`src/hdl/slip_frame_decoder_macros.svh`:
```
// Assertion macros for the decoder RTL.
`ifndef SLIP_FRAME_DECODER_MACROS_SVH
`define SLIP_FRAME_DECODER_MACROS_SVH

`ifndef ASSERT_OFF
`define SFD_ASSERT(lbl, clk, rstn, prop, msg) \
    lbl: assert property (@(posedge clk) disable iff (!rstn) prop) else $error(msg);
`define SFD_ASSERT_NORST(lbl, clk, prop, msg) \
    lbl: assert property (@(posedge clk) prop) else $error(msg);
`else
`define SFD_ASSERT(lbl, clk, rstn, prop, msg)
`define SFD_ASSERT_NORST(lbl, clk, prop, msg)
`endif

`endif

```
`src/hdl/sfd_pkg.sv`:
```
`default_nettype none

package sfd_pkg;

    localparam int FRAME_DEPTH = 64;
    localparam int ADDR_W      = $clog2(FRAME_DEPTH);
    localparam int CNT_W       = $clog2(FRAME_DEPTH + 1);

    localparam int              MIN_LEN_W     = 7;
    localparam logic [MIN_LEN_W-1:0] MIN_LEN_RESET = MIN_LEN_W'(3);

    localparam logic [7:0] SLIP_END     = 8'hC0;
    localparam logic [7:0] SLIP_ESC     = 8'hDB;
    localparam logic [7:0] SLIP_ESC_END = 8'hDC;
    localparam logic [7:0] SLIP_ESC_ESC = 8'hDD;

    // register index decoded from paddr[2]
    localparam logic REG_MIN_LEN = 1'b0;

    // queue depths, powers of two
    localparam int CMDQ_DEPTH = 2;
    localparam int CMDQ_PTR_W = $clog2(CMDQ_DEPTH);
    localparam int CMDQ_CNT_W = $clog2(CMDQ_DEPTH + 1);
    localparam int OUTQ_DEPTH = 4;
    localparam int OUTQ_PTR_W = $clog2(OUTQ_DEPTH);
    localparam int OUTQ_CNT_W = $clog2(OUTQ_DEPTH + 1);

    typedef enum logic {
        CMD_WRITE,
        CMD_EMIT
    } t_cmd_kind;

    // CMD_WRITE: store data at idx; CMD_EMIT: drain idx bytes from the store
    typedef struct packed {
        t_cmd_kind         kind;
        logic [CNT_W-1:0]  idx;
        logic [7:0]        data;
    } t_cmd;

    typedef enum logic {
        BK_IDLE,
        BK_DRAIN
    } t_back_state;

endpackage

`default_nettype wire

```
`src/hdl/sfd_front.sv`:
```
`default_nettype none

module sfd_front (
    input  wire logic                           i_clk,
    input  wire logic                           i_rst_n,
    input  wire logic                           i_push,
    input  wire logic [7:0]                     i_rx_byte,
    input  wire logic [sfd_pkg::MIN_LEN_W-1:0]  i_min_len,
    input  wire logic                           i_q_full,
    output logic                                o_full,
    output logic                                o_cmd_push,
    output sfd_pkg::t_cmd                       o_cmd
);

    logic [sfd_pkg::CNT_W-1:0] r_fill, n_fill;
    logic                      r_esc, n_esc;
    logic                      r_ovf, n_ovf;
    logic                      w_acc;
    logic                      w_store;
    logic [7:0]                w_sbyte;

    assign o_full = i_q_full;
    assign w_acc  = i_push && !i_q_full;

    always_comb begin
        n_fill     = r_fill;
        n_esc      = r_esc;
        n_ovf      = r_ovf;
        w_store    = 1'b0;
        w_sbyte    = i_rx_byte;
        o_cmd_push = 1'b0;
        o_cmd.kind = sfd_pkg::CMD_WRITE;
        o_cmd.idx  = r_fill;
        o_cmd.data = i_rx_byte;

        if (w_acc) begin
            priority if (r_esc && (i_rx_byte == sfd_pkg::SLIP_ESC_END ||
                                   i_rx_byte == sfd_pkg::SLIP_ESC_ESC)) begin
                w_store = 1'b1;
                w_sbyte = (i_rx_byte == sfd_pkg::SLIP_ESC_END) ? sfd_pkg::SLIP_END
                                                               : sfd_pkg::SLIP_ESC;
                n_esc   = 1'b0;
            end else if (i_rx_byte == sfd_pkg::SLIP_END) begin
                if (!r_ovf && r_fill != '0 &&
                    sfd_pkg::MIN_LEN_W'(r_fill) >= i_min_len) begin
                    o_cmd_push = 1'b1;
                    o_cmd.kind = sfd_pkg::CMD_EMIT;
                end
                n_fill = '0;
                n_esc  = 1'b0;
                n_ovf  = 1'b0;
            end else if (i_rx_byte == sfd_pkg::SLIP_ESC) begin
                n_esc = 1'b1;
            end else begin
                w_store = 1'b1;
            end
        end

        if (w_store) begin
            if (r_fill < sfd_pkg::CNT_W'(sfd_pkg::FRAME_DEPTH)) begin
                o_cmd_push = 1'b1;
                o_cmd.data = w_sbyte;
                n_fill     = r_fill + 1'b1;
            end else begin
                n_ovf = 1'b1;
            end
        end
    end

    always_ff @(posedge i_clk) begin
        if (!i_rst_n) begin
            r_fill <= '0;
            r_esc  <= 1'b0;
            r_ovf  <= 1'b0;
        end else begin
            r_fill <= n_fill;
            r_esc  <= n_esc;
            r_ovf  <= n_ovf;
        end
    end

endmodule

`default_nettype wire

```
`src/hdl/sfd_cmd_fifo.sv`:
```
`default_nettype none

module sfd_cmd_fifo (
    input  wire logic          i_clk,
    input  wire logic          i_rst_n,
    input  wire logic          i_push,
    input  wire sfd_pkg::t_cmd i_cmd,
    input  wire logic          i_pop,
    output logic               o_full,
    output logic               o_empty,
    output sfd_pkg::t_cmd      o_cmd
);

    sfd_pkg::t_cmd                  r_mem [sfd_pkg::CMDQ_DEPTH];
    logic [sfd_pkg::CMDQ_PTR_W-1:0] r_wr_ptr;
    logic [sfd_pkg::CMDQ_PTR_W-1:0] r_rd_ptr;
    logic [sfd_pkg::CMDQ_CNT_W-1:0] r_cnt;
    logic                           w_wr;
    logic                           w_rd;

    assign o_full  = (r_cnt == sfd_pkg::CMDQ_CNT_W'(sfd_pkg::CMDQ_DEPTH));
    assign o_empty = (r_cnt == '0);
    assign o_cmd   = r_mem[r_rd_ptr];
    assign w_wr    = i_push && !o_full;
    assign w_rd    = i_pop && !o_empty;

    always_ff @(posedge i_clk) begin
        if (w_wr) begin
            r_mem[r_wr_ptr] <= i_cmd;
        end
    end

    always_ff @(posedge i_clk) begin
        if (!i_rst_n) begin
            r_wr_ptr <= '0;
            r_rd_ptr <= '0;
            r_cnt    <= '0;
        end else begin
            if (w_wr) begin
                r_wr_ptr <= r_wr_ptr + 1'b1;
            end
            if (w_rd) begin
                r_rd_ptr <= r_rd_ptr + 1'b1;
            end
            r_cnt <= r_cnt + sfd_pkg::CMDQ_CNT_W'(w_wr) - sfd_pkg::CMDQ_CNT_W'(w_rd);
        end
    end

endmodule

`default_nettype wire

```
`src/hdl/sfd_back.sv`:
```
`default_nettype none

module sfd_back (
    input  wire logic          i_clk,
    input  wire logic          i_rst_n,
    input  wire sfd_pkg::t_cmd i_cmd,
    input  wire logic          i_cmd_empty,
    output logic               o_cmd_pop,
    input  wire logic          i_pop,
    output logic               o_empty,
    output logic [7:0]         o_frame_byte,
    output logic               o_last_of_frame
);

    logic [7:0] r_store [sfd_pkg::FRAME_DEPTH];

    sfd_pkg::t_back_state           r_state, n_state;
    logic [sfd_pkg::CNT_W-1:0]      r_len;
    logic [sfd_pkg::CNT_W-1:0]      r_rd_idx;
    logic                           r_rd_vld;
    logic [7:0]                     r_rd_data;
    logic                           r_rd_last;

    logic [7:0]                     r_oq_byte [sfd_pkg::OUTQ_DEPTH];
    logic                           r_oq_last [sfd_pkg::OUTQ_DEPTH];
    logic [sfd_pkg::OUTQ_PTR_W-1:0] r_oq_wr;
    logic [sfd_pkg::OUTQ_PTR_W-1:0] r_oq_rd;
    logic [sfd_pkg::OUTQ_CNT_W-1:0] r_oq_cnt;

    logic                           w_we;
    logic                           w_load;
    logic                           w_issue;
    logic                           w_is_last;
    logic                           w_room;
    logic [sfd_pkg::OUTQ_CNT_W-1:0] w_pending;
    logic                           w_oq_pop;

    // reads in flight count against queue space
    assign w_pending = r_oq_cnt + sfd_pkg::OUTQ_CNT_W'(r_rd_vld);
    assign w_room    = w_pending <= sfd_pkg::OUTQ_CNT_W'(sfd_pkg::OUTQ_DEPTH - 2);
    assign w_is_last = (r_rd_idx == r_len - sfd_pkg::CNT_W'(1));

    always_comb begin
        n_state = r_state;
        unique case (r_state)
            sfd_pkg::BK_IDLE: begin
                if (!i_cmd_empty && i_cmd.kind == sfd_pkg::CMD_EMIT) begin
                    n_state = sfd_pkg::BK_DRAIN;
                end
            end
            sfd_pkg::BK_DRAIN: begin
                if (w_room && w_is_last) begin
                    n_state = sfd_pkg::BK_IDLE;
                end
            end
            default: n_state = sfd_pkg::BK_IDLE;
        endcase
    end

    always_comb begin
        o_cmd_pop = 1'b0;
        w_we      = 1'b0;
        w_load    = 1'b0;
        w_issue   = 1'b0;
        unique case (r_state)
            sfd_pkg::BK_IDLE: begin
                o_cmd_pop = !i_cmd_empty;
                w_we      = !i_cmd_empty && i_cmd.kind == sfd_pkg::CMD_WRITE;
                w_load    = !i_cmd_empty && i_cmd.kind == sfd_pkg::CMD_EMIT;
            end
            sfd_pkg::BK_DRAIN: begin
                w_issue = w_room;
            end
            default: ;
        endcase
    end

    always_ff @(posedge i_clk) begin
        if (w_we) begin
            r_store[i_cmd.idx[sfd_pkg::ADDR_W-1:0]] <= i_cmd.data;
        end
    end

    always_ff @(posedge i_clk) begin
        if (w_issue) begin
            r_rd_data <= r_store[r_rd_idx[sfd_pkg::ADDR_W-1:0]];
            r_rd_last <= w_is_last;
        end
    end

    always_ff @(posedge i_clk) begin
        if (w_load) begin
            r_len <= i_cmd.idx;
        end
    end

    always_ff @(posedge i_clk) begin
        if (!i_rst_n) begin
            r_state  <= sfd_pkg::BK_IDLE;
            r_rd_idx <= '0;
            r_rd_vld <= 1'b0;
        end else begin
            r_state  <= n_state;
            r_rd_vld <= w_issue;
            if (w_load) begin
                r_rd_idx <= '0;
            end else if (w_issue) begin
                r_rd_idx <= r_rd_idx + 1'b1;
            end
        end
    end

    // result queue
    assign o_empty         = (r_oq_cnt == '0);
    assign o_frame_byte    = r_oq_byte[r_oq_rd];
    assign o_last_of_frame = r_oq_last[r_oq_rd];
    assign w_oq_pop        = i_pop && !o_empty;

    always_ff @(posedge i_clk) begin
        if (r_rd_vld) begin
            r_oq_byte[r_oq_wr] <= r_rd_data;
            r_oq_last[r_oq_wr] <= r_rd_last;
        end
    end

    always_ff @(posedge i_clk) begin
        if (!i_rst_n) begin
            r_oq_wr  <= '0;
            r_oq_rd  <= '0;
            r_oq_cnt <= '0;
        end else begin
            if (r_rd_vld) begin
                r_oq_wr <= r_oq_wr + 1'b1;
            end
            if (w_oq_pop) begin
                r_oq_rd <= r_oq_rd + 1'b1;
            end
            r_oq_cnt <= r_oq_cnt + sfd_pkg::OUTQ_CNT_W'(r_rd_vld)
                        - sfd_pkg::OUTQ_CNT_W'(w_oq_pop);
        end
    end

endmodule

`default_nettype wire

```
`src/hdl/slip_frame_decoder.sv`:
```
// SLIP receive decoder: one raw byte per cycle in, decoded frame bytes out.
// Throughput: one byte per cycle at the input while the command queue has room; the
// queue stops draining while a frame is emitted from the store at one byte per cycle
// while the result queue has room. Once its END byte is taken, a frame's first byte
// waits behind earlier queued commands, then passes the drain state, store read register and result queue.
// Reset: synchronous, active low; clears control state and sets the minimum length to 3.
`default_nettype none

`include "slip_frame_decoder_macros.svh"

module slip_frame_decoder (
    input  wire logic         i_clk,
    input  wire logic         i_rst_n,
    input  wire logic         push,
    output logic              full,
    input  wire logic [7:0]   i_rx_byte,
    input  wire logic         pop,
    output logic              empty,
    output logic [7:0]        o_frame_byte,
    output logic              o_last_of_frame,
    input  wire logic         psel,
    input  wire logic         penable,
    input  wire logic         pwrite,
    input  wire logic [2:0]   paddr,
    input  wire logic [31:0]  pwdata,
    output logic [31:0]       prdata,
    output logic              pready
);

    logic [sfd_pkg::MIN_LEN_W-1:0] r_min_len;
    logic                          w_cfg_wr;
    logic                          w_cmd_push;
    logic                          w_cmd_full;
    logic                          w_cmd_empty;
    logic                          w_cmd_pop;
    sfd_pkg::t_cmd                 w_cmd_in;
    sfd_pkg::t_cmd                 w_cmd_out;

    assign pready   = 1'b1;
    assign w_cfg_wr = psel && penable && pwrite && pready &&
                      (paddr[2] == sfd_pkg::REG_MIN_LEN);

    always_comb begin
        prdata = '0;
        if (paddr[2] == sfd_pkg::REG_MIN_LEN) begin
            prdata = 32'(r_min_len);
        end
    end

    always_ff @(posedge i_clk) begin
        if (!i_rst_n) begin
            r_min_len <= sfd_pkg::MIN_LEN_RESET;
        end else if (w_cfg_wr) begin
            r_min_len <= pwdata[sfd_pkg::MIN_LEN_W-1:0];
        end
    end

    sfd_front u_front (
        .i_clk      (i_clk),
        .i_rst_n    (i_rst_n),
        .i_push     (push),
        .i_rx_byte  (i_rx_byte),
        .i_min_len  (r_min_len),
        .i_q_full   (w_cmd_full),
        .o_full     (full),
        .o_cmd_push (w_cmd_push),
        .o_cmd      (w_cmd_in)
    );

    sfd_cmd_fifo u_cmd_fifo (
        .i_clk   (i_clk),
        .i_rst_n (i_rst_n),
        .i_push  (w_cmd_push),
        .i_cmd   (w_cmd_in),
        .i_pop   (w_cmd_pop),
        .o_full  (w_cmd_full),
        .o_empty (w_cmd_empty),
        .o_cmd   (w_cmd_out)
    );

    sfd_back u_back (
        .i_clk           (i_clk),
        .i_rst_n         (i_rst_n),
        .i_cmd           (w_cmd_out),
        .i_cmd_empty     (w_cmd_empty),
        .o_cmd_pop       (w_cmd_pop),
        .i_pop           (pop),
        .o_empty         (empty),
        .o_frame_byte    (o_frame_byte),
        .o_last_of_frame (o_last_of_frame)
    );

    `SFD_ASSERT(a_cmd_no_overrun, i_clk, i_rst_n, !(w_cmd_push && w_cmd_full), "command pushed into full queue")
    `SFD_ASSERT(a_cfg_write, i_clk, i_rst_n, w_cfg_wr |=> (r_min_len == $past(pwdata[6:0])), "min length write lost")
    `SFD_ASSERT(a_empty_after_pop, i_clk, i_rst_n, $rose(empty) |-> $past(pop), "result vanished without pop")
    `SFD_ASSERT_NORST(a_reset_state, i_clk, !i_rst_n |=> (empty && r_min_len == sfd_pkg::MIN_LEN_RESET), "bad state after reset")

endmodule

`default_nettype wire
```
`config.mk`:
```
export PLATFORM = sky130hd
export DESIGN_NAME = slip_frame_decoder
export DESIGN_NICKNAME = d
export VERILOG_FILES = /design/src/hdl/sfd_pkg.sv /design/src/hdl/sfd_front.sv /design/src/hdl/sfd_cmd_fifo.sv /design/src/hdl/sfd_back.sv /design/src/hdl/slip_frame_decoder.sv
export VERILOG_INCLUDE_DIRS = /design/src /design/src/hdl
export SDC_FILE = /design/constraint.sdc
export NUM_CORES = 1
export LEC_CHECK = 0
export BUFFER_PORTS_ARGS = -buffer_cell sky130_fd_sc_hd__buf_2
export CAP_MARGIN = 20
export CORE_ASPECT_RATIO = 1.25
export CORE_MARGIN = 2
export CORE_UTILIZATION = 60
export DETAILED_ROUTE_END_ITERATION = 12
export GPL_TIMING_DRIVEN = 1
export PLACE_DENSITY_LB_ADDON = 0.2
export SETUP_SLACK_MARGIN = 0.15
export SYNTH_ARGS = -nofsm -noshare
export SYNTH_HDL_FRONTEND = slang
export SYNTH_HIERARCHICAL = 1
export SYNTH_SLANG_ARGS = --single-unit
```
`constraint.sdc`:
```
create_clock -name i_clk -period 6.9 [get_ports i_clk]
set_clock_uncertainty 0.05 [all_clocks]
set_input_delay 1.035 -clock i_clk [delete_from_list [all_inputs] [get_ports i_clk]]
set_output_delay 1.035 -clock i_clk [all_outputs]
set_load 0.01 [all_outputs]
```
Word level (Yosys, flattened, before mapping)
Memories as Yosys holds them, arrays and structs flattened. A register that Yosys moved wholly into a read port is not among the register bits.
Cells that the tools add are included.

cells by class
  bitwise gates (word level) = 4
  muxes and demuxes = 48
  div/mod/pow operators = 0
  shift operators = 0
  magnitude comparators = 3
  reduce and logical (&&, ||, !) cells = 24
  $mul = 0
  $add $sub $neg = 11
  equality and inequality tests = 6

operator list
  operator             number
  $mux 7               6
  $eq 8x8->1 const B   4
  $mux 1               32
  $mux 8               4
  $add 7x1->7 const B  2
  $logic_and 1x1->1    13
  $mux 2               4
  $eq 7x7->1           1
  $ge 7x7->1           1
  $lt 7x7->1 const B   1
  $reduce_bool 7->1    1
  $sub 7x1->7 const B  1
  $mux 5               1
  $add 2x1->2 const B  2
  $logic_not 1->1      4
  $not 1->1            4
  $add 3x1->3          1
  $le 3x2->1 const B   1
  $logic_not 3->1      1
  $reduce_bool 3->1    1
  $sub 3x1->3          1
  $add 1x1->1 const B  2
  $add 2x1->2          1
  $eq 2x2->1 const B   1
  other kinds (6)      6

word-level totals
  output and inout port bits = 44
  register bits = 44
  bits in latches = 0
  bits of input ports = 50
  word-level logic and storage cells = 115
  memory bits (writable) = 580
  memories kept = 4
  ROM bits = 0

memory list
  name              depth  width  rd ports  clocked after Yosys merged registers in  wr ports  RTL line            source
  u_back.r_store    64     8      1         1                                        1         sfd_back.sv:15      logic [7:0] r_store [sfd_pkg::FRAME_DEPTH];
  u_back.r_oq_byte  4      8      1         1                                        1         sfd_back.sv:24      logic [7:0] r_oq_byte [sfd_pkg::OUTQ_DEPTH];
  u_cmd_fifo.r_mem  2      16     1         1                                        1         sfd_cmd_fifo.sv:14  sfd_pkg::t_cmd r_mem [sfd_pkg::CMDQ_DEPTH];
  u_back.r_oq_last  4      1      1         1                                        1         sfd_back.sv:25      logic r_oq_last [sfd_pkg::OUTQ_DEPTH];

Logic depth before layout (Yosys ltp)
Gate-level depths: netlist (run 1).

  depth after elaboration = 12
  depth in mapped cells = 13
  gate-level depth less buffers = 13

Modules after synthesis
Netlist (run 1), hierarchy kept.

modules (own cells, without submodules)
  module              cells each  seq. area each (um^2)  times used  area each (um^2)
  sfd_back            1128        17296.6                1           22892.0
  sfd_cmd_fifo        77          1061.0                 1           1443.9
  sfd_front           99          180.2                  1           828.3
  slip_frame_decoder  66          140.1                  1           561.8

Worst setup path before layout (run 1)
No wires, ideal clock.

  path type = in2reg
  start = input i_rx_byte[2]
  end = memory u_cmd_fifo/r_mem[0][0] in the netlist's numbering (enable)
  stages = 6
  buffers on the path = 1
  slack = 3858 ps
  data required time = 6462 ps
  arrival time = 2603 ps
  library setup time = 388 ps
  cell sequence = nor4bb_1 buf_4 nand4_1 o21ai_0 nand2_1 nor2_1

between the ends
  longest elaborated chain between the ends = 10
  elaborated cells on any way between the ends = 18
  classes of those cells = eq/ne: 4; mux: 11; reduce/logical: 3

ends and longest elaborated chain
  what                            RTL line                          source
  start: declaration              slip_frame_decoder.sv:16          input wire logic [7:0] i_rx_byte,
  $eq 8x8->1 (on tied branches)   sfd_front.sv:37, sfd_front.sv:38
  $logic_or 1x1->1                sfd_front.sv:37                   priority if (r_esc && (i_rx_byte == sfd_pkg::SLIP_ESC_END ||
  $logic_and 1x1->1               sfd_front.sv:37
  $mux 1                          sfd_front.sv:37
  $mux 1                          sfd_front.sv:36                   if (w_acc) begin
  $mux 1                          sfd_front.sv:60                   if (r_fill < sfd_pkg::CNT_W'(sfd_pkg::FRAME_DEPTH)) begin
  $mux 1 *                        sfd_front.sv:59                   if (w_store) begin
  named net w_cmd_push            slip_frame_decoder.sv:32          logic w_cmd_push;
  $logic_and 1x1->1 *             sfd_cmd_fifo.sv:24                assign w_wr = i_push && !o_full;
  $mux 1 *                        sfd_cmd_fifo.sv:28                if (w_wr) begin
  $mux 1 (implied by the code) *  sfd_cmd_fifo.sv:29                r_mem[r_wr_ptr] <= i_cmd;
  end: declaration                sfd_cmd_fifo.sv:14

The timed path passes the listed nets; every way through them passes the cells marked *.

==> metrics.csv, run 1 <==
metric;value;unit
min_period_over_period;55.6;%
cts.repair.resized;0;
hpwl;32600;um
first_iter_violations;1182;
finalSetupTns;0;ns
cts_hold_buf;0;
cts_tree;built;
peakVddDrop;244;uV
yosys_warnings;6;
cts_buffers;58;
area_growth;9.31;%
critPathBufInv;0;
end_kind;flip-flop;
synth_top_flop_cell;edfxtp_1;
multi_input_area;6420;um2
crit_chain;mux2_4, nor3_1, nand4_1, nor2_1;
crit_family;simple AND/OR/NAND/NOR gates;
via_per_inst;6.26;
drive_above_1_share;21.8;%
critPathSlowestCell;dfxtp_1;
final_cells;2013;
avgRoutedWirePerCell;26.4;um
dieArea;44600;um2
grt_pass1_vias;12500;
crit_fanout;16;
timing.fmax;261;MHz
core;42100;um2
final_util;66.7;%
relSlewSlack;25.7;%
crit_type;reg -> reg;
dp.cells;1906;
clockRootBuffer;clkbuf_16;
status;complete, no violations;
final.fill_count;2682;
worstMarginPinSlew;1.11;ns
synthTopCellsByCount;596 x edfxtp_1, 130 x mux4_2, 91 x nor2_1, 44 x mux2i_1, 41 x buf_4;
die_x;189;um
firstDrtPassIters;5;
synth_top_area_cell;edfxtp_1;
regArea;18700;um2
ys_seq_area_share;72.6;%
synth_cell_type_count;75;
hold-worst-slack;0.430;ns
final-max-slew-violation-count;0;
placed_area;26200;um2
final-hold-violation-count;0;
critical_path.max_stage_delay;0.91;ns
drc;0;
synth.most_common_cell;edfxtp_1;
antenna_found_initial;0;
clk_path_buf_depth;3;
crit_arrival;4.01;ns
cts_sinks;635;
leakage;8.82;nW
period_needed;3.84;ns
cp-start-kind;flip-flop;
synthCells;1370;
grt_max_degree;70;
rsz0062_at_grt;false;
grt_overflow;0;
cts.clk_slew.worst_paths;0.06;ns
yosysTopAreaCellShare;69.6;%
io_buffers;40;
synth_edf_count;596;
ios;94;
ant_nets;0;
finalSetupViolCount;0;
grt_pass1_wl;79100;um
drv_cap;0;
required;7.07;ns
p_per_area;348;nW/um2
ys_ff_latch;635;
design_area;28100;um2
synthTopCellsByArea;edfxtp_1 70%, mux4_2 11%, dfxtp_1 3.0%, mux2i_1 1.7%, nor2_1 1.3%;
nNetsFinal;1478;
insertion_delay;0.59;ns
cts_max_level;2;
start_util;61.0;%
rows;84;
gp_congestion;0.843;
syn_area_per_cell;18.8;um2
hold_class;reg -> reg;
postCtsSetupBuffers;0;
n_antenna_cell;0;
die_h;236;um
vias;12600;
synth.cell_area;25700;um2
grt_use_total;24.2;%
routed_wl;53200;um
synth-async-reset-ratio;0;%
-- layout by cell type, fill, tap and decap left out, drive strengths merged, types with 6 or more instances in the layout --
cell type  instances
clkinv            20
and2b              8
nand3b            10
clkbuf            80
nor3              11
a211oi            10
and2              19
a22oi             26
inv               25
buf               54
and3               6
mux2              23
nand4              8
mux2i             44
xnor2              7
conb              26
ha                21
mux4             130
nand3             17
a21oi             17
nor2              92
or3b               6
xor2              13
nor2b             21
dfxtp             39
nand2             36
o21ai             11
a31oi              7
edfxtp           596
-- per-stage QoR --
stage | total power [mW] | setup slack (ns)
global route | 10.1 | 2.78
floorplan | 6.16 | 3.86
detailed placement | 6.71 | 3.10
finish | 9.78 | 3.06
global placement | 6.64 | 3.19
CTS | 9.85 | 3.00
-- worst register-to-register path, cell delays in order (launching register included) --
cell and delay, ns:
dfxtp_1 0.91, mux2_4 0.40, nor3_1 0.57, nand4_1 0.67, nor2_1 0.87
-- cells by family after synthesis --
logic type	share of synthesized area [%]
adder cells (fa/ha/maj)	1.02
multiplexers	14.2
flip-flops	72.6
buffers and inverters	2.79
other	0.0292
AO/OA/AOI/OAI	3.25
AND/OR/NAND/NOR	5.29
XOR/XNOR	0.768
-- state kept, by name, indices dropped and copies added, names as in the netlist, 4 cells and up, named ones only --
name / count
u_back/r_store: 512
u_cmd_fifo/r_mem: 32
u_back/r_oq_byte: 32
u_front/r_fill: 7
u_back/r_rd_idx: 7
r_min_len: 7
u_back/r_len: 7
u_back/r_oq_last: 4
u_back/r_rd_data: 8
-- metal layers --
metal,wire (um),global-route usage [%]
met1,20400,32.7
met2,27800,41.9
met3,3630,3.03
met4,1400,7.22
met5,0,0
-- area by class of cell --
type / count / share of cell area [%]
clock inverters: 27 / 0.912
multi-input cells: 634 / 22.8
clock buffers: 80 / 5.82
well taps: 559 / 2.49
inverters: 24 / 0.320
flip-flops and latches: 635 / 66.4
repair buffers: 54 / 1.17
-- power by group --
part	internal (mW)	switching [mW]
Combinational	0.611	1.06
Clock	1.84	1.33
Sequential	4.78	0.167
-- final timing paths --
| path | cells after the start | to | slack (ns) | from |
|---|---|---|---|---|
| worst min register to register | 2 | r_min_len[2] | 0.43 | r_min_len[2] |
| worst max register to register | 4 | u_back/r_store[39][7] | 3.06 | flip-flop |
| worst max-delay path | 4 | u_back/r_store[39][7] | 3.06 | flip-flop |
| worst min-delay path | 2 | r_min_len[2] | 0.43 | r_min_len[2] |
Power figures use the tool's default switching activity.
==> run 2: changes to the inputs <==
Settings changed: CORE_UTILIZATION 60 to 56.
Clock period 6.9 ns to 3.5 ns, I/O delays scaled along.
==> run 2 against run 1 <==
Effect of this change: sequential share of layout area shrank 2.0 points; flip-flop and latch count is the same; cell area grew 3.1%; count of clock-buffer cells in the layout shrank 15; via count grew 2.5%; utilization shrank 2.7 points; critical endpoint is now u_back/r_rd_data[2]; setup slack lost 2.5 ns; first-iteration DRC count shrank 2.0%; sequential power grew 96%; combinational power grew 110%; routed wire length grew 3.7%; total power grew 100%.
==> metrics.csv, run 2 (same netlist as run 1, synthesis figures left out) <==
metric;value;unit;change
grt_pass1_vias;13500;;+8.1%
min_from;i_rx_byte[7];;
drc;0;;unchanged
crit_arrival;3.24;ns;-0.77 ns
antenna_found_initial;0;;unchanged
n_antenna_cell;0;;unchanged
grt_pass1_wl;82600;um;+4.4%
final-max-slew-violation-count;0;;unchanged
p_sw;5.25;mW;+110%
design_area;29000;um2;+3.1%
final-hold-violation-count;0;;unchanged
leakage;9.38;nW;+6.3%
r2r_end;u_back/r_rd_data[2];;
timing.fmax;342;MHz;+31%
postCtsSetupBuffers;0;;unchanged
io_buffers;40;;unchanged
start_util;56.8;%;-4.2 points
largest_reg_flops;512;;unchanged
crit_fanout;16;;unchanged
cts_sinks;635;;unchanged
worstMarginPinSlew;1.01;ns;-0.0958 ns
cp-start-kind;flip-flop;;
power_frac_seq;48.7;%;-1.8 points
p_per_area;684;nW/um2;+97%
p_clk_share;33.3;%;+0.9 points
clk_path_buf_depth;3;;unchanged
layout_common_cells;596 x edfxtp_1, 130 x mux4_2, 97 x buf_4;;
grt_use_total;23.8;%;-0.44 points
rsz0062_at_grt;false;;
nNetsFinal;1569;;+6.2%
drv_cap;0;;unchanged
firstDrtPassIters;6;;+1
grt_max_degree;65;;-7.1%
hpwl;36000;um;+10%
cts_max_level;2;;unchanged
via_per_inst;6.08;;-2.8%
first_iter_violations;1158;;-2.0%
layout_setup_ws;0.573;ns;-2.49 ns
ant_nets;0;;unchanged
clockRootBuffer;clkbuf_16;;
cts_tree;built;;
ios;94;;unchanged
total_power;19.9;mW;+100%
grt_overflow;0;;unchanged
cts_buffers;59;;+1.7%
dieArea;47700;um2;+7.0%
die_h;244;um;+3.5%
final_util;64.1;%;-2.7 points
min_period_over_period;83.6;%;+28 points
hold_class;in -> reg;;
die_x;196;um;+3.4%
cts.repair.resized;0;;unchanged
finalSetupTns;0;ns;unchanged
avgRoutedWirePerCell;26.0;um;-1.7%
peakVddDrop;423;uV;+73%
p_int;14.6;mW;+100%
end_kind;flip-flop;;
required;3.82;ns;-3.25 ns
relSlewSlack;32.3;%;+6.6 points
cts.clk_slew.worst_paths;0.06;ns;about the same
place_ws;0.480;ns;-2.62 ns
area_growth;12.8;%;
ff2ff_path_depth;5;;+1
finalSetupViolCount;0;;unchanged
placed_area;27000;um2;+2.9%
crit_type;reg -> reg;;
status;complete, no violations;;
gp_congestion;0.865;;+2.6%
hold_end;u_cmd_fifo/r_mem[1][7];;
routed_wl;55200;um;+3.7%
min_path_cells;1;;-1
rows;87;;+3.6%
period_needed;2.93;ns;-0.910 ns
worstReg2RegStart;u_back/r_rd_idx[3];;
cts_hold_buf;0;;unchanged
core;45300;um2;+7.4%
r2r_setup_slack;0.57;ns;-2.49 ns
vias;12900;;+2.5%
drive_above_1_share;27.1;%;+5.3 points
combPwrFrac;18.0;%;+0.9 points
switching_share;26.5;%;+0.29 points
mostFrequentLayoutCell;edfxtp_1;;
final.fill_count;3082;;+15%
insertion_delay;0.61;ns;+0.02 ns
[run 2: cell types whose count changed in the layout (fill, tap and decap cells not counted), sizes merged]
cell      previous run  this run
bufinv               5         9
clkbuf              80        65
buf                 54       144
clkinv              20        26
inv                 25        27
clkinvlp             1         6
[run 2: per-stage QoR]
stage | instances | hold WS (ns)
after floorplan | 1394 | 0.387
after global placement | 2014 | 0.411
after detailed placement | 2014 | 0.417
after CTS | 2123 | 0.0454
after global routing | 2124 | 0.0694
final | 2124 | 0.0792
[run 2: layout make-up]
type,instances,area (um2),area share [%]
Timing Repair Buffer,144,1070,3.68
Sequential cell,635,18700,64.4
Clock inverter,44,475,1.64
Inverter,24,90.1,0.311
Clock buffer,65,1540,5.31
Multi-Input combinational cell,634,6420,22.1
Tap cell,578,723,2.49
[run 2: worst max-delay path, stage by stage, from the launching register on]
cell and delay, ns:
dfxtp_1 0.89, nor2b_1 0.82, a22oi_1 0.21, a211oi_1 0.41, nor3_2 0.14, o31ai_1 0.15
[run 2: worst max path at each step]
stage | from | endpoint | cells past startpoint
finish | u_back/r_rd_idx[3] | u_back/r_rd_data[2] | 5
global route | flip-flop | u_back/r_store[45][2] | 4
CTS | u_back/r_rd_idx[0] | u_back/r_rd_data[7] | 5
detailed placement | i_rx_byte[2] | u_cmd_fifo/r_cnt[1] | 11
global placement | i_rx_byte[2] | u_cmd_fifo/r_cnt[1] | 11
floorplan | flip-flop | u_back/r_store[50][0] | 7
[run 2: power by group through the flow]
stage / clock network (mW) / logic [mW] / registers [mW]
4_1_cts: 6.74 / 3.59 / 9.67
3_5_place_dp: 0 / 3.59 / 9.84
3_3_place_gp: 0 / 3.49 / 9.82
5_1_grt: 7.01 / 3.84 / 9.71
2_1_floorplan: 0 / 2.48 / 9.66
6_report: 6.61 / 3.57 / 9.67
[run 2: routing by layer]
| metal | share of wire (%) | global-route usage (%) | wire (um) | vias up |
|---|---|---|---|---|
| met4 | 4.1 | 10.6 | 2280 | 0 |
| met3 | 6.0 | 3.47 | 3290 | 121 |
| met2 | 52 | 42.1 | 28800 | 497 |
| met5 | 0 | 0 | 0 | - |
| met1 | 38 | 29.3 | 20800 | 6609 |
| li1 | - | - | - | 5690 |
==> run 3: changes to the inputs <==
Settings changed: ABC_AREA set to 1.
Clock period 3.5 ns to 2.5 ns, I/O delays scaled along.
==> run 3 against run 2 <==
Effect of this change: non-clock buffer count is 49 higher; first-iteration DRC count is 44% higher; setup slack worse by 0.39 ns; cell area is 4.5% higher; area after synthesis is 3.8% higher; sequential power is 40% higher; clock power is 34% higher; flip-flop and latch count stayed put; maximum frequency is 26% higher; count of clock-buffer cells in the layout is 11 higher; utilization is 0.28 points higher.
==> metrics.csv, run 3 <==
metric;value;unit;change
status;complete, no violations;;
final.fill_count;3522;;+14%
dieArea;49500;um2;+3.7%
first_iter_violations;1668;;+44%
period_needed;2.32;ns;-0.606 ns
core;47100;um2;+4.0%
io_buffers;40;;unchanged
yosysTopAreaCellShare;67.0;%;-2.6 points
nNetsFinal;2522;;+61%
cts_tree;built;;
synth_cell_type_count;43;;-43%
area_growth;13.5;%;
n_antenna_cell;0;;unchanged
required;2.77;ns;-1.05 ns
clockRootBuffer;clkbuf_16;;
grtUsageMet2;44.0;%;+1.9 points
rsz0062_at_grt;true;;
via_per_inst;5.61;;-7.8%
drc;0;;unchanged
synth_top_area_cell;edfxtp_1;;
worstMarginPinSlew;0.850;ns;-0.165 ns
p_per_area;993;nW/um2;+45%
grt_pass1_vias;17100;;+27%
crit_family;compound AO/OA/AOI/OAI gates;;
cts_max_level;2;;unchanged
firstDrtPassIters;6;;unchanged
relSlewSlack;43.3;%;+11 points
crit_type;reg -> reg;;
clk_path_buf_depth;3;;unchanged
start_util;56.7;%;-0.11 points
insertion_delay;0.61;ns;about the same
antenna_found_initial;0;;unchanged
avgRoutedWirePerCell;19.8;um;-24%
ios;94;;unchanged
yosys_warnings;6;;unchanged
routed_wl;61900;um;+12%
synth.most_common_cell;edfxtp_1;;
drive_above_1_share;14.0;%;-13 points
syn_area_per_cell;11.5;um2;-39%
end_kind;flip-flop;;
ant_nets;0;;unchanged
crit_arrival;2.60;ns;-0.64 ns
critPathBufInv;2;;+2
synthTopCellsByArea;edfxtp_1 67%, nor2_1 6.9%, o21ai_0 4.6%, nand2_1 3.9%, dfxtp_1 2.9%;;
crit_chain;inv_6, buf_12, o21ai_0, o21ai_0, a21oi_1, nand3_1, nand3_1, nand2_1;;
final_util;64.3;%;+0.28 points
ys_seq_area_share;69.9;%;-2.7 points
synth.cell_area;26700;um2;+3.8%
drv_cap;0;;unchanged
final-hold-violation-count;0;;unchanged
cp-start-kind;flip-flop;;
rows;89;;+2.3%
ys_ff_latch;635;;unchanged
cts_sinks;635;;unchanged
groute.layer.met1.usage;32.8;%;+3.5 points
grt_use_total;25.3;%;+1.5 points
finalSetupTns;0;ns;unchanged
grtUsageMet3;3.45;%;-0.022 points
synthCells;2318;;+69%
crit_fanout;54;;+38
cts_buffers;58;;-1.7%
grt_overflow;0;;unchanged
peakVddDrop;737;uV;+74%
die_h;248;um;+1.9%
timing.fmax;431;MHz;+26%
hold_class;in -> reg;;
vias;17600;;+36%
critical_path.max_stage_delay;0.43;ns;-0.46 ns
grt_max_degree;83;;+28%
largest_reg_flops;512;;unchanged
synth_top_flop_cell;edfxtp_1;;
finalSetupViolCount;0;;unchanged
total_power;30.1;mW;+52%
globalRoute.busiestLayer;met2;;
synth_edf_count;596;;unchanged
gp_congestion;0.910;;+5.1%
layout_common_cells;596 x edfxtp_1, 487 x nor2_1, 277 x nand2_1;;
final-max-slew-violation-count;0;;unchanged
die_x;199;um;+1.9%
synthTopCellsByCount;596 x edfxtp_1, 489 x nor2_1, 280 x nand2_1, 243 x o21ai_0, 127 x inv_1;;
critPathSlowestCell;dfxtp_4;;
leakage;11.0;nW;+17%
min_period_over_period;92.8;%;+9.2 points
cts.clk_slew.worst_paths;0.06;ns;about the same
synth-async-reset-ratio;0;%;unchanged
hpwl;38200;um;+6.3%
grt_pass1_wl;94700;um;+15%
mostFrequentLayoutCell;edfxtp_1;;
-- run 3: cell count changes after synthesis, moves of 23 or more --
cell / delta
nor2_1: +398
mux2i_1: -44
inv_1: +105
nand3_1: +100
nand2_1: +244
a22oi_1: -26
o211ai_1: +59
o21ai_1: +40
buf_2: +25
mux4_2: -130
a21oi_1: +23
o21ai_0: +236
-- run 3: path summary, 6_finish.rpt --
kind | from | endpoint | slack (ns) | cells after the start
max | u_back/r_rd_idx[0] | u_back/r_rd_data[2] | 0.18 | 8
min | pwdata[2] | r_min_len[2] | 0.04 | 5
max reg2reg | u_back/r_rd_idx[0] | u_back/r_rd_data[2] | 0.18 | 8
min reg2reg | u_front/r_fill[1] | u_cmd_fifo/r_mem[1][9] | 0.42 | 0
-- run 3: logic make-up after synthesis --
kind of cell               synth area share (%)
muxes                                     0.815
buffers and inverters                      5.09
AOI/OAI and AO/OA                          8.45
other                                    0.0281
and+or+nand+nor                            14.5
DFF                                        69.9
adders and majority gates                 0.984
xor gates and xnor gates                  0.164
-- run 3: final cells by class --
cell class | count | area (um2) | share of cell area, %
clock buffer | 76 | 1630 | 5.39
clock inverter | 27 | 283 | 0.933
inverter | 135 | 519 | 1.71
multi-input combinational | 1428 | 6820 | 22.5
sequential | 635 | 18700 | 61.7
tap | 637 | 797 | 2.63
timing repair buffer | 193 | 1560 | 5.16
-- run 3: per-layer routing --
metal | part of all wire, % | wire length [um]
met5 | 0 | 0
met4 | 3.2 | 1980
met3 | 6.1 | 3750
met2 | 51 | 31500
met1 | 40 | 24700
-- run 3: timing repair --
item                                    in CTS  in global routing
buffers inserted                             0                  7
endpoints found under the setup margin       1                 74
resized for setup                            2                 18
hold buffers                                 6                  0
hold endpoints to repair                    10                  0
pin swaps                                    0                  6
cloned                                       0                  0
-- run 3: power by group --
part	leakage [nW]	internal, mW	switching, mW
registers	5.70	13.3	0.257
clock network	0.938	5.18	3.71
logic	4.37	2.17	5.47
total	11.0	20.6	9.44
-- run 3: through the flow --
| step | area, um2 | hold WS (ns) | worst slack (ns) | std cells |
|---|---|---|---|---|
| after detailed placement | 28200 | 0.420 | 0.130 | 3015 |
| after CTS | 30200 | 0.00882 | 0.157 | 3124 |
| after global placement | 28200 | 0.403 | 0.118 | 3015 |
| final | 30300 | 0.0358 | 0.179 | 3131 |
| after floorplan | 26800 | 0.386 | 0.184 | 2342 |
| after global routing | 30300 | 0.0562 | 0.0182 | 3131 |
-- run 3: worst min-delay path: cells and delay by family --
kind | cells | cell delay [ns]
buffers and inverters | 2 | 0.10
AND/OR/NAND/NOR | 3 | 0.19
